### config.mk
export PLATFORM = sky130hd
export DESIGN_NAME = joint_velocity_pid_pwm
export DESIGN_NICKNAME = d
export VERILOG_FILES = /design/src/rtl/jvpp_pkg.sv /design/src/rtl/jvpp_cfg_regs.sv /design/src/rtl/jvpp_joint_state.sv /design/src/rtl/jvpp_law.sv /design/src/rtl/joint_velocity_pid_pwm.sv
export SDC_FILE = /design/constraint.sdc
export NUM_CORES = 2
export LEC_CHECK = 0
export BUFFER_PORTS_ARGS = -buffer_cell sky130_fd_sc_hd__buf_2
export CAP_MARGIN = 20
export CORE_ASPECT_RATIO = 0.5
export CORE_MARGIN = 3
export CORE_UTILIZATION = 40
export DETAILED_ROUTE_END_ITERATION = 8
export REMOVE_ABC_BUFFERS = 1
export SYNTH_ARGS = -nofsm -noshare
export SYNTH_HDL_FRONTEND = slang
export SYNTH_SLANG_ARGS = --single-unit
### constraint.sdc
create_clock -name clk -period 46.1 [get_ports clk]
set_clock_uncertainty 0.15 [all_clocks]
set_input_delay 4.61 -clock clk [delete_from_list [all_inputs] [get_ports clk]]
set_output_delay 4.61 -clock clk [all_outputs]
set_load 0.05 [all_outputs]
### src/rtl/jvpp_pkg.sv
// ----------------------------------------------------------------------------
// jvpp_pkg: shared types and constants
// Register indexes, configuration and per-joint state types, saturation helper.
// ----------------------------------------------------------------------------
package jvpp_pkg;

  localparam int JOINT_COUNT = 4;
  localparam int JOINT_W     = 2;
  localparam int VEL_W       = 16;
  localparam int GAIN_W      = 16;
  localparam int ERR_W       = VEL_W + 1;
  localparam int INTEG_W     = 32;
  localparam int SUM_W       = 36;
  localparam int PWM_W       = 8;
  localparam int DB_W        = 15;
  localparam int FRAC_BITS   = 20;
  localparam int CFG_IDX_W   = 3;
  localparam int CFG_DATA_W  = 16;

  typedef enum logic [CFG_IDX_W-1:0] {
    REG_FF_GAIN     = 3'd0,
    REG_P_GAIN      = 3'd1,
    REG_I_GAIN      = 3'd2,
    REG_D_GAIN      = 3'd3,
    REG_DEADBAND    = 3'd4,
    REG_PWM_CEILING = 3'd5,
    REG_PWM_FLOOR   = 3'd6
  } cfg_reg_t;

  typedef struct packed {
    logic [GAIN_W-1:0] ff_gain;
    logic [GAIN_W-1:0] p_gain;
    logic [GAIN_W-1:0] i_gain;
    logic [GAIN_W-1:0] d_gain;
    logic [DB_W-1:0]   deadband;
    logic [PWM_W-1:0]  pwm_ceiling;
    logic [PWM_W-1:0]  pwm_floor;
  } cfg_t;

  // state of one joint as read out of the store
  typedef struct packed {
    logic [INTEG_W-1:0] integrator;
    logic [ERR_W-1:0]   prev_error;
  } joint_state_t;

  // write-back request for one joint
  typedef struct packed {
    logic               en;
    logic               moving;
    logic [JOINT_W-1:0] joint;
    logic [INTEG_W-1:0] integrator;
    logic [ERR_W-1:0]   prev_error;
  } state_upd_t;

  function automatic logic signed [INTEG_W-1:0] sat32(input logic signed [SUM_W-1:0] v);
    logic signed [SUM_W-1:0] hi;
    logic signed [SUM_W-1:0] lo;
    hi = SUM_W'(signed'({1'b0, {(INTEG_W-1){1'b1}}}));
    lo = SUM_W'(signed'({1'b1, {(INTEG_W-1){1'b0}}}));
    if (v > hi) begin
      sat32 = hi[INTEG_W-1:0];
    end else if (v < lo) begin
      sat32 = lo[INTEG_W-1:0];
    end else begin
      sat32 = v[INTEG_W-1:0];
    end
  endfunction

endpackage

### src/rtl/jvpp_cfg_regs.sv
// ----------------------------------------------------------------------------
// jvpp_cfg_regs: configuration register file
// Seven gain and limit registers written through an always-ready port.
// ----------------------------------------------------------------------------
module jvpp_cfg_regs import jvpp_pkg::*; (
  input  logic                  clk,
  input  logic                  rst,
  input  logic                  cfg_valid,
  output logic                  cfg_ready,
  input  logic [CFG_IDX_W-1:0]  cfg_index,
  input  logic [CFG_DATA_W-1:0] cfg_data,
  output cfg_t                  cfg
);

  assign cfg_ready = 1'b1;

  always_ff @(posedge clk) begin
    if (rst) begin
      cfg.ff_gain     <= 16'd256;
      cfg.p_gain      <= '0;
      cfg.i_gain      <= '0;
      cfg.d_gain      <= '0;
      cfg.deadband    <= 15'd2;
      cfg.pwm_ceiling <= 8'd50;
      cfg.pwm_floor   <= 8'd42;
    end else if (cfg_valid) begin
      case (cfg_reg_t'(cfg_index))
        REG_FF_GAIN:     cfg.ff_gain     <= cfg_data;
        REG_P_GAIN:      cfg.p_gain      <= cfg_data;
        REG_I_GAIN:      cfg.i_gain      <= cfg_data;
        REG_D_GAIN:      cfg.d_gain      <= cfg_data;
        REG_DEADBAND:    cfg.deadband    <= cfg_data[DB_W-1:0];
        REG_PWM_CEILING: cfg.pwm_ceiling <= cfg_data[PWM_W-1:0];
        REG_PWM_FLOOR:   cfg.pwm_floor   <= cfg_data[PWM_W-1:0];
        default: ;  // unmapped index, write dropped
      endcase
    end
  end

endmodule

### src/rtl/jvpp_joint_state.sv
// ----------------------------------------------------------------------------
// jvpp_joint_state: per-joint integrator and previous error
// One read at the current joint, one write-back per processed item.
// ----------------------------------------------------------------------------
module jvpp_joint_state import jvpp_pkg::*; (
  input  logic               clk,
  input  logic               rst,
  input  logic [JOINT_W-1:0] rd_joint,
  output joint_state_t       rd_state,
  input  state_upd_t         upd
);

  logic [INTEG_W-1:0] integrator [JOINT_COUNT];
  logic [ERR_W-1:0]   prev_error [JOINT_COUNT];

  assign rd_state.integrator = integrator[rd_joint];
  assign rd_state.prev_error = prev_error[rd_joint];

  always_ff @(posedge clk) begin
    if (rst) begin
      for (int i = 0; i < JOINT_COUNT; i++) begin
        integrator[i] <= '0;
        prev_error[i] <= '0;
      end
    end else if (upd.en) begin
      // stop step clears the integrator and keeps the error history
      integrator[upd.joint] <= upd.moving ? upd.integrator : '0;
      if (upd.moving) begin
        prev_error[upd.joint] <= upd.prev_error;
      end
    end
  end

endmodule

### src/rtl/jvpp_law.sv
// ----------------------------------------------------------------------------
// jvpp_law: PID plus feedforward control law
// Gain products, saturating sums, truncation and pwm limit clamp.
// ----------------------------------------------------------------------------
module jvpp_law import jvpp_pkg::*; (
  input  cfg_t               cfg,
  input  joint_state_t       state,
  input  logic [VEL_W-1:0]   desired,
  input  logic [VEL_W-1:0]   measured,
  output logic               moving,
  output logic [INTEG_W-1:0] integ_new,
  output logic [ERR_W-1:0]   error,
  output logic [PWM_W-1:0]   magnitude
);

  logic signed [ERR_W-1:0]    des_s;
  logic signed [ERR_W-1:0]    meas_s;
  logic signed [ERR_W-1:0]    err_s;
  logic signed [ERR_W-1:0]    prev_s;
  logic signed [ERR_W:0]      derr_s;
  logic        [ERR_W-1:0]    des_abs;
  logic signed [GAIN_W-1:0]   ff_g;
  logic signed [GAIN_W-1:0]   p_g;
  logic signed [GAIN_W-1:0]   i_g;
  logic signed [GAIN_W-1:0]   d_g;
  logic signed [ERR_W+GAIN_W-1:0] ff_prod;
  logic signed [ERR_W+GAIN_W-1:0] p_prod;
  logic signed [ERR_W+GAIN_W-1:0] i_prod;
  logic signed [ERR_W+GAIN_W:0]   d_prod;
  logic signed [INTEG_W-1:0]  acc;
  logic signed [INTEG_W-1:0]  sum_sat;
  logic        [INTEG_W-1:0]  sum_abs;
  logic        [INTEG_W-FRAC_BITS-1:0] mag_raw;
  logic        [INTEG_W-FRAC_BITS-1:0] mag_cap;

  always_comb begin
    des_s  = signed'({desired[VEL_W-1], desired});
    meas_s = signed'({measured[VEL_W-1], measured});
    err_s  = des_s - meas_s;
    prev_s = signed'(state.prev_error);
    derr_s = (ERR_W+1)'(err_s) - (ERR_W+1)'(prev_s);
    des_abs = des_s[ERR_W-1] ? ERR_W'(-des_s) : ERR_W'(des_s);
    moving = des_abs > ERR_W'(cfg.deadband);

    ff_g = signed'(cfg.ff_gain);
    p_g  = signed'(cfg.p_gain);
    i_g  = signed'(cfg.i_gain);
    d_g  = signed'(cfg.d_gain);

    ff_prod = des_s * ff_g;
    p_prod  = err_s * p_g;
    i_prod  = err_s * i_g;
    d_prod  = derr_s * d_g;

    acc = sat32(SUM_W'(signed'(state.integrator)) + SUM_W'(i_prod));
    sum_sat = sat32(SUM_W'(ff_prod) + SUM_W'(p_prod) + SUM_W'(acc) + SUM_W'(d_prod));

    // most negative sum maps to 2^31, still fits unsigned 32 bits
    sum_abs = sum_sat[INTEG_W-1] ? INTEG_W'(-sum_sat) : INTEG_W'(sum_sat);
    mag_raw = sum_abs[INTEG_W-1:FRAC_BITS];

    mag_cap = (mag_raw > (INTEG_W-FRAC_BITS)'(cfg.pwm_ceiling))
            ? (INTEG_W-FRAC_BITS)'(cfg.pwm_ceiling) : mag_raw;
    // floor applied last, wins over ceiling
    if (mag_cap < (INTEG_W-FRAC_BITS)'(cfg.pwm_floor)) begin
      mag_cap = (INTEG_W-FRAC_BITS)'(cfg.pwm_floor);
    end

    magnitude = moving ? mag_cap[PWM_W-1:0] : '0;
    integ_new = acc;
    error     = err_s;
  end

endmodule

### src/rtl/joint_velocity_pid_pwm.sv
// ----------------------------------------------------------------------------
// joint_velocity_pid_pwm: per-joint velocity PID with feedforward to pwm
// Input register, single-pass control law with per-joint state, result register.
// ----------------------------------------------------------------------------
// One item is taken every clock cycle while item_stall is low, and its pwm result
// passes through the input register, then the result register. The whole control
// law runs combinationally between those registers, and the joint's integrator
// and previous error are written back as the result register loads, so items for the same
// joint may follow each other back to back. Configuration writes are always
// ready and should be made while no item is in flight.
module joint_velocity_pid_pwm import jvpp_pkg::*; (
  input  logic                  clk,
  input  logic                  rst,
  input  logic                  item_valid,
  output logic                  item_stall,
  input  logic [JOINT_W-1:0]    joint_index,
  input  logic [VEL_W-1:0]      desired_velocity,
  input  logic [VEL_W-1:0]      measured_velocity,
  output logic                  result_valid,
  input  logic                  result_stall,
  output logic [JOINT_W-1:0]    joint_out,
  output logic [PWM_W-1:0]      pwm_magnitude,
  input  logic                  cfg_valid,
  output logic                  cfg_ready,
  input  logic [CFG_IDX_W-1:0]  cfg_index,
  input  logic [CFG_DATA_W-1:0] cfg_data
);

  cfg_t               cfg;
  joint_state_t       rd_state;
  state_upd_t         upd;

  logic               s1_valid;
  logic [JOINT_W-1:0] s1_joint;
  logic [VEL_W-1:0]   s1_desired;
  logic [VEL_W-1:0]   s1_measured;

  logic               out_free;
  logic               s1_advance;
  logic               in_range;
  logic               moving;
  logic [INTEG_W-1:0] integ_new;
  logic [ERR_W-1:0]   error;
  logic [PWM_W-1:0]   law_mag;

  jvpp_cfg_regs u_cfg (
    .clk       (clk),
    .rst       (rst),
    .cfg_valid (cfg_valid),
    .cfg_ready (cfg_ready),
    .cfg_index (cfg_index),
    .cfg_data  (cfg_data),
    .cfg       (cfg)
  );

  jvpp_joint_state u_state (
    .clk      (clk),
    .rst      (rst),
    .rd_joint (s1_joint),
    .rd_state (rd_state),
    .upd      (upd)
  );

  jvpp_law u_law (
    .cfg       (cfg),
    .state     (rd_state),
    .desired   (s1_desired),
    .measured  (s1_measured),
    .moving    (moving),
    .integ_new (integ_new),
    .error     (error),
    .magnitude (law_mag)
  );

  assign out_free   = !result_valid || !result_stall;
  assign s1_advance = s1_valid && out_free;
  assign item_stall = s1_valid && !out_free;
  assign in_range   = 32'(s1_joint) < JOINT_COUNT;

  always_comb begin
    upd.en         = s1_advance && in_range;
    upd.moving     = moving;
    upd.joint      = s1_joint;
    upd.integrator = integ_new;
    upd.prev_error = error;
  end

  always_ff @(posedge clk) begin
    if (rst) begin
      s1_valid <= 1'b0;
    end else if (!item_stall) begin
      s1_valid <= item_valid;
    end
  end

  always_ff @(posedge clk) begin
    if (item_valid && !item_stall) begin
      s1_joint    <= joint_index;
      s1_desired  <= desired_velocity;
      s1_measured <= measured_velocity;
    end
  end

  always_ff @(posedge clk) begin
    if (rst) begin
      result_valid <= 1'b0;
    end else if (out_free) begin
      result_valid <= s1_valid;
    end
  end

  always_ff @(posedge clk) begin
    if (s1_advance) begin
      joint_out     <= s1_joint;
      pwm_magnitude <= in_range ? law_mag : '0;
    end
  end

endmodule
# [After elaboration in Yosys (flattened, before gate mapping)]
# Memories as Yosys holds them, arrays and structs flattened. A register that Yosys moved wholly into a read port is not among the register bits.
# Cells that the tools add are included.
# W data, S select, Z words.
[totals] memories=2 ff_bits=141 inputBits=58 mem_bits_rw=196 word_cells=85 output_inout_bits=13
[classes] n_addsub=8 order_cmp=7 n_mux=26 n_mul=4 eq_ne=6 n_reduce_logical=18
[mem_list] name="u_state.integrator" depth=4 word_bits=32 read_ports=1 rd_clocked_by_memory_dff=1 write_ports=4 line_no="jvpp_joint_state.sv:13" source="logic [INTEG_W-1:0] integrator [JOINT_COUNT];"
[mem_list] name="u_state.prev_error" depth=4 word_bits=17 read_ports=1 rd_clocked_by_memory_dff=1 write_ports=4 line_no="jvpp_joint_state.sv:14" source="logic [ERR_W-1:0] prev_error [JOINT_COUNT];"
[ops] operator="$mux W32" count=7
[ops] operator="$gt A36 B32 Y1 const B" count=2
[ops] operator="$lt A36 B32 Y1 const B" count=2
[ops] operator="$add A32 B33 Y34" count=2
[ops] operator="$mul A17 B16 Y33" count=2
[ops] operator="$add A36 B34 Y36" count=1
[ops] operator="$add A34 B32 Y35" count=1
[ops] operator="$mul A18 B16 Y34" count=1
[ops] operator="$mux W17" count=2
[ops] operator="$mul A16 B16 Y32" count=1
[ops] operator="$neg A32 Y32" count=1
[ops] operator="$reduce_or A32 Y1" count=1
[ops] operator="$sub A17 B17 Y18" count=1
[ops] operator="$gt A17 B15 Y1" count=1
[ops] operator="$neg A16 Y17" count=1
[ops] operator="$reduce_or A17 Y1" count=1
[ops] operator="$sub A16 B16 Y17" count=1
[ops] operator="$reduce_and A2 Y1" count=7
[ops] operator="$gt A12 B8 Y1" count=1
[ops] operator="$lt A12 B8 Y1" count=1
[ops] operator="$mux W12" count=1
[ops] operator="$mux W1" count=11
[ops] operator="$eq A3 B3 Y1 const B" count=3
[ops] operator="$mux W2" count=4
[ops] operator="7 further kinds" count=13

# [Logic depth before layout (Yosys ltp)]
[depth] ltp_word=17 depth_mapped=114 depth_no_buf=110

# [Hierarchy]
# Synthesis repeated with hierarchy kept, for this count alone.
[unflattened] hier_cells=6566 area_unflattened_um2=63348.3
[modules_own_cells] module="jvpp_law" area_each_um2=49782.7 cells_per_inst=5625 seq_area_each_um2=0.0 n_inst=1
[modules_own_cells] module="jvpp_joint_state" area_each_um2=8391.8 cells_per_inst=547 seq_area_each_um2=5885.6 n_inst=1
[modules_own_cells] module="jvpp_cfg_regs" area_each_um2=3766.1 cells_per_inst=340 seq_area_each_um2=1901.8 n_inst=1
[modules_own_cells] module="joint_velocity_pid_pwm" area_each_um2=1407.6 cells_per_inst=54 seq_area_each_um2=1361.3 n_inst=1

# [Worst setup path before layout]
# OpenSTA, ideal clock, no wires.
[synth_timing] kind="register to register" from="register s1_desired[0]" to="register pwm_magnitude[4] (data pin)" setup_ps=268 synth_period_minus_slack_ps=25485 arrival_time_ps=25067 stages_incl_launch_ff=109 setup_slack_ps=20615 path_buffers=7 t_required_ps=45682 cell_sequence="edfxtp_1 clkbuf_1 inv_1 ha_1 fa_1 nor2b_1 o21ai_0 a21boi_0 o21ai_0 a21boi_0 o21ai_0 a21boi_0 o21ai_0 a21boi_0 o21ai_0 nand2_1 a2111oi_0 nor3_1 [73 not listed] o21bai_1 a21oi_1 nor2_1 nand4b_1 o31ai_1 o41ai_2 nor3_4 mux2_2 ha_1 a21o_1 a21o_1 a21oi_1 o21ai_0 o21ai_0 o31a_1 buf_6 mux2i_1 nor2_1"
[synth_between] elab_chain_cells=17 word_cells_on_any_way=27 classes_between="8 x add/sub; 4 x mul; 7 x order compare; 8 x mux"
[synth_lines] element="start: declaration" line_no="joint_velocity_pid_pwm.sv:35" source="logic [VEL_W-1:0] s1_desired;"
[synth_lines] element="start signal: assignment" line_no="joint_velocity_pid_pwm.sv:99" source="s1_desired <= desired_velocity;"
[synth_lines] element="$sub A16 B16 Y17" line_no="jvpp_law.sv:39" source="err_s = des_s - meas_s;"
[synth_lines] element="$mul A17 B16 Y33" line_no="jvpp_law.sv:52" source="i_prod = err_s * i_g;"
[synth_lines] element="$add A32 B33 Y34" line_no="jvpp_law.sv:55" source="acc = sat32(SUM_W'(signed'(state.integrator)) + SUM_W'(i_prod));"
[synth_lines] element="$lt A36 B32 Y1" line_no="jvpp_pkg.sv:62" source="end else if (v < lo) begin"
[synth_lines] element="$mux W32" line_no="jvpp_pkg.sv:62"
[synth_lines] element="$mux W32" line_no="jvpp_pkg.sv:60" source="if (v > hi) begin"
[synth_lines] element="$add A34 B32 Y35" line_no="jvpp_law.sv:56" source="sum_sat = sat32(SUM_W'(ff_prod) + SUM_W'(p_prod) + SUM_W'(acc) + SUM_W'(d_prod));"
[synth_lines] element="$add A36 B34 Y36" line_no="jvpp_law.sv:56"
[synth_lines] element="$lt A36 B32 Y1" line_no="jvpp_pkg.sv:62"
[synth_lines] element="$mux W32" line_no="jvpp_pkg.sv:62"
[synth_lines] element="$mux W32" line_no="jvpp_pkg.sv:60"
[synth_lines] element="$neg A32 Y32" line_no="jvpp_law.sv:59" source="sum_abs = sum_sat[INTEG_W-1] ? INTEG_W'(-sum_sat) : INTEG_W'(sum_sat);"
[synth_lines] element="$mux W32" line_no="jvpp_law.sv:59"
[synth_lines] element="$gt A12 B8 Y1" line_no="jvpp_law.sv:62" source="mag_cap = (mag_raw > (INTEG_W-FRAC_BITS)'(cfg.pwm_ceiling))"
[synth_lines] element="$mux W12" line_no="jvpp_law.sv:63" source="? (INTEG_W-FRAC_BITS)'(cfg.pwm_ceiling) : mag_raw;"
[synth_lines] element="$lt A12 B8 Y1" line_no="jvpp_law.sv:65" source="if (mag_cap < (INTEG_W-FRAC_BITS)'(cfg.pwm_floor)) begin"
[synth_lines] element="$mux W8" line_no="jvpp_law.sv:65"
[synth_lines] element="end signal: assignment" line_no="joint_velocity_pid_pwm.sv:115" source="pwm_magnitude <= in_range ? law_mag : '0;"
[synth_lines] element="end: declaration" line_no="joint_velocity_pid_pwm.sv:22" source="output logic [PWM_W-1:0] pwm_magnitude,"
# Parallel ways exist; a longest one is shown, timed or not.
# A chain may end at the register's enable or synchronous reset.

# [Final worst setup path]
[layout_timing] from="register s1_desired[0]" to="register pwm_magnitude[7] (data pin)"
# Same word-level chain as after synthesis.

==> flow_summary.ini <==
[status]
outcome = completed

[detailed_routing]
wl_um = 181000
met2_length_um = 82900
wl_met3_um = 14300
first_pass_iters = 6
wire_per_inst_um = 20.8
met1_length_um = 77900
vias = 45341
highest_layer = met5
initialDrtViolationCount = 3625
viasPerCell = 5.20
ant_nets = 0
drc = 0

[floorplanning]
initial_core_util = 0.406
core_sq_um = 156000
die_x_um = 568
die_h_um = 287
num_io_pins = 71
dieArea_sq_um = 163000
rows = 102

[timing]
fin_crit_sh = 0.649
fin_crit_ns = 29.92
slew_viol_final = 0
relSlewSlack = 0.186
finalSetupTns_ns = 0
setup_viol = 0
fmax_mhz = 33.4
rsz0062_at_grt = no
worstMarginPinSlew_ns = 1.22
timing.final.ws_setup_ns = 16.18
hold_viol = 0

[critical_path]
crit_buf_inv = 14
end_kind = flop
cp-startpoint = s1_desired[0]
slowest_delay_ns = 0.81
slowest_stage = nor3_1
required_ns = 46.30
crit_type = reg -> reg
r2r_cells = 102
path_common_cell = fa_1
setup.worst_path.start_class = flop
r2r_slack_ns = 16.18
path_delay_family = adder cells
worstReg2RegEnd = pwm_magnitude[7]
worstReg2RegStart = s1_desired[0]
worstPathArrival_ns = 30.12
cp_max_fo = 33

[synthesis]
ys_ff_latch = 339
synthFlopType = edfxtp_1
postSynth.asyncResetShare = 0
ys_seq_area_frac = 0.145
yosysWarnings = 0
synth_area_per_cell_sq_um = 9.46
synth.top_cell.area_share = 0.415
synth_edf_count = 240
ys_types = 92
syn_area_sq_um = 63200
synth_top_area_cell = fa_1
synthTopCellsByArea = fa_1 42%, edfxtp_1 11%, inv_1 9.2%, ha_1 8.3%, nand2_1 5.6%
synthCells = 6685

[min_path]
hold_path.class = reg -> reg
hold_start = u_cfg.cfg[26]
worstHoldEndpoint = u_cfg.cfg[26]
hold_depth = 2

[cells_and_area]
nets = 8382
area_growth_pct = 6.43
drive_above_1_share = 0.0551

[clock_tree]
cts-root-buf = clkbuf_16
htree_levels = 2
cts.sinks = 339
path_clk_slew_ns = 0.07
numCtsBuffers = 41
clk-insertion-delay-late_ns = 0.62
ctsResizeCount = 0
post-cts-setup-buffers = 0
cts_buffer_depth = 3
cts-hold-fix-buffers = 0
cts_tree = built

[placement]
dpl.hpwl_um = 146000
gp_congestion = 0.968
portBuffers = 69
post-place-ws_ns = 16.47

[grt]
grt_overflow = 0
antenna_found_initial = 8
grt_util_all_layers = 0.228
grt_pass1_wl_um = 284000
grt_pass1_vias = 47164
grt_max_degree = 44

[job]
maxCapViolations = 0
## sequential cells by signal (all words and copies together), names as in the netlist, named ones only
name,cells
u_state.integrator,128
s1_joint,2
s1_desired,16
s1_valid,1
u_state.prev_error,68
result_valid,1
s1_measured,16
u_cfg.cfg,95
joint_out,2
pwm_magnitude,8
## how the worst max path moves through the flow
stage	slack, ns	to	depth (start not counted)
floorplan	18.61	pwm_magnitude[4]	105
global placement	16.75	pwm_magnitude[5]	97
detailed placement	16.47	pwm_magnitude[7]	104
CTS	16.39	pwm_magnitude[5]	104
global route	14.26	pwm_magnitude[7]	99
finish	16.18	pwm_magnitude[7]	102
## per-stage QoR
stage                     hold slack (ns)  instance area, sq um  cells  utilization
after global placement              0.292                 66000   8629        0.423
after detailed placement            0.298                 66000   8630        0.423
after global routing                0.322                 67300   8709        0.432
final                               0.303                 67300   8712        0.432
after floorplan                     0.280                 62100   6377            -
after CTS                           0.307                 67300   8706        0.432
## layer usage
layer,GRT usage,vias to the layer above
li1,-,20117
met1,0.314,23306
met2,0.369,1615
met3,0.0389,295
met4,0.0667,8
met5,0,-
## worst min-delay path: cells and delay by family, from the launching register on
family             cells  cell delay [ns]
and+or+nand+nor        1             0.05
DFF                    1             0.31
AOI/OAI and AO/OA      1             0.05
## final cells by class
type | count | area, sq um
fillers | 15204 | 88500
multi-input cells | 4492 | 47300
flip-flops and latches | 339 | 9190
inverters | 1546 | 5800
well taps | 2080 | 2600
clock buffers | 58 | 1160
repair buffers | 176 | 1150
clock inverters | 18 | 133
diodes | 3 | 7.51
## synthesized netlist by cell type, types with 69 or more instances
| cell | n |
|---|---|
| nor2b_1 | 97 |
| inv_1 | 1545 |
| ha_1 | 417 |
| edfxtp_1 | 240 |
| a21o_1 | 69 |
| nor2_1 | 249 |
| dfxtp_1 | 99 |
| nand3_1 | 80 |
| nand2_1 | 942 |
| and2_1 | 349 |
| o21ai_0 | 110 |
| clkbuf_1 | 283 |
| xnor2_1 | 98 |
| a21oi_1 | 217 |
| fa_1 | 1311 |
## cell families (layout without fill, tap and decap cells)
| kind of cell | after synthesis | count (layout) | share of synthesized area |
|---|---|---|---|
| AOI/OAI and AO/OA | 608 | 608 | 0.0619 |
| xor gates and xnor gates | 137 | 137 | 0.0190 |
| adders and majority gates | 1728 | 1728 | 0.498 |
| buffers and inverters | 1854 | 1798 | 0.110 |
| DFF | 339 | 339 | 0.145 |
| muxes | 68 | 68 | 0.0207 |
| other | 1 | 4 | 0.0000593 |
| and+or+nand+nor | 1950 | 1950 | 0.145 |
## cells in the final DEF, fill, tap and decap left out, types with 43 or more instances in the layout
cell / n
and2_1: 349
o21ai_0: 110
nor3_1: 61
clkbuf_16: 43
dfxtp_1: 97
buf_2: 68
ha_1: 417
nand3_1: 80
fa_1: 1311
a21oi_1: 216
inv_1: 1544
buf_4: 107
xnor2_1: 92
nand2_1: 942
nor2b_1: 97
nand2b_1: 55
mux4_2: 49
nor2_1: 235
edfxtp_1: 240
a21o_1: 69
Power is left out: the tool's default activity adds up to more than one toggle a clock period on the data nets, which glitch-free logic cannot reach.
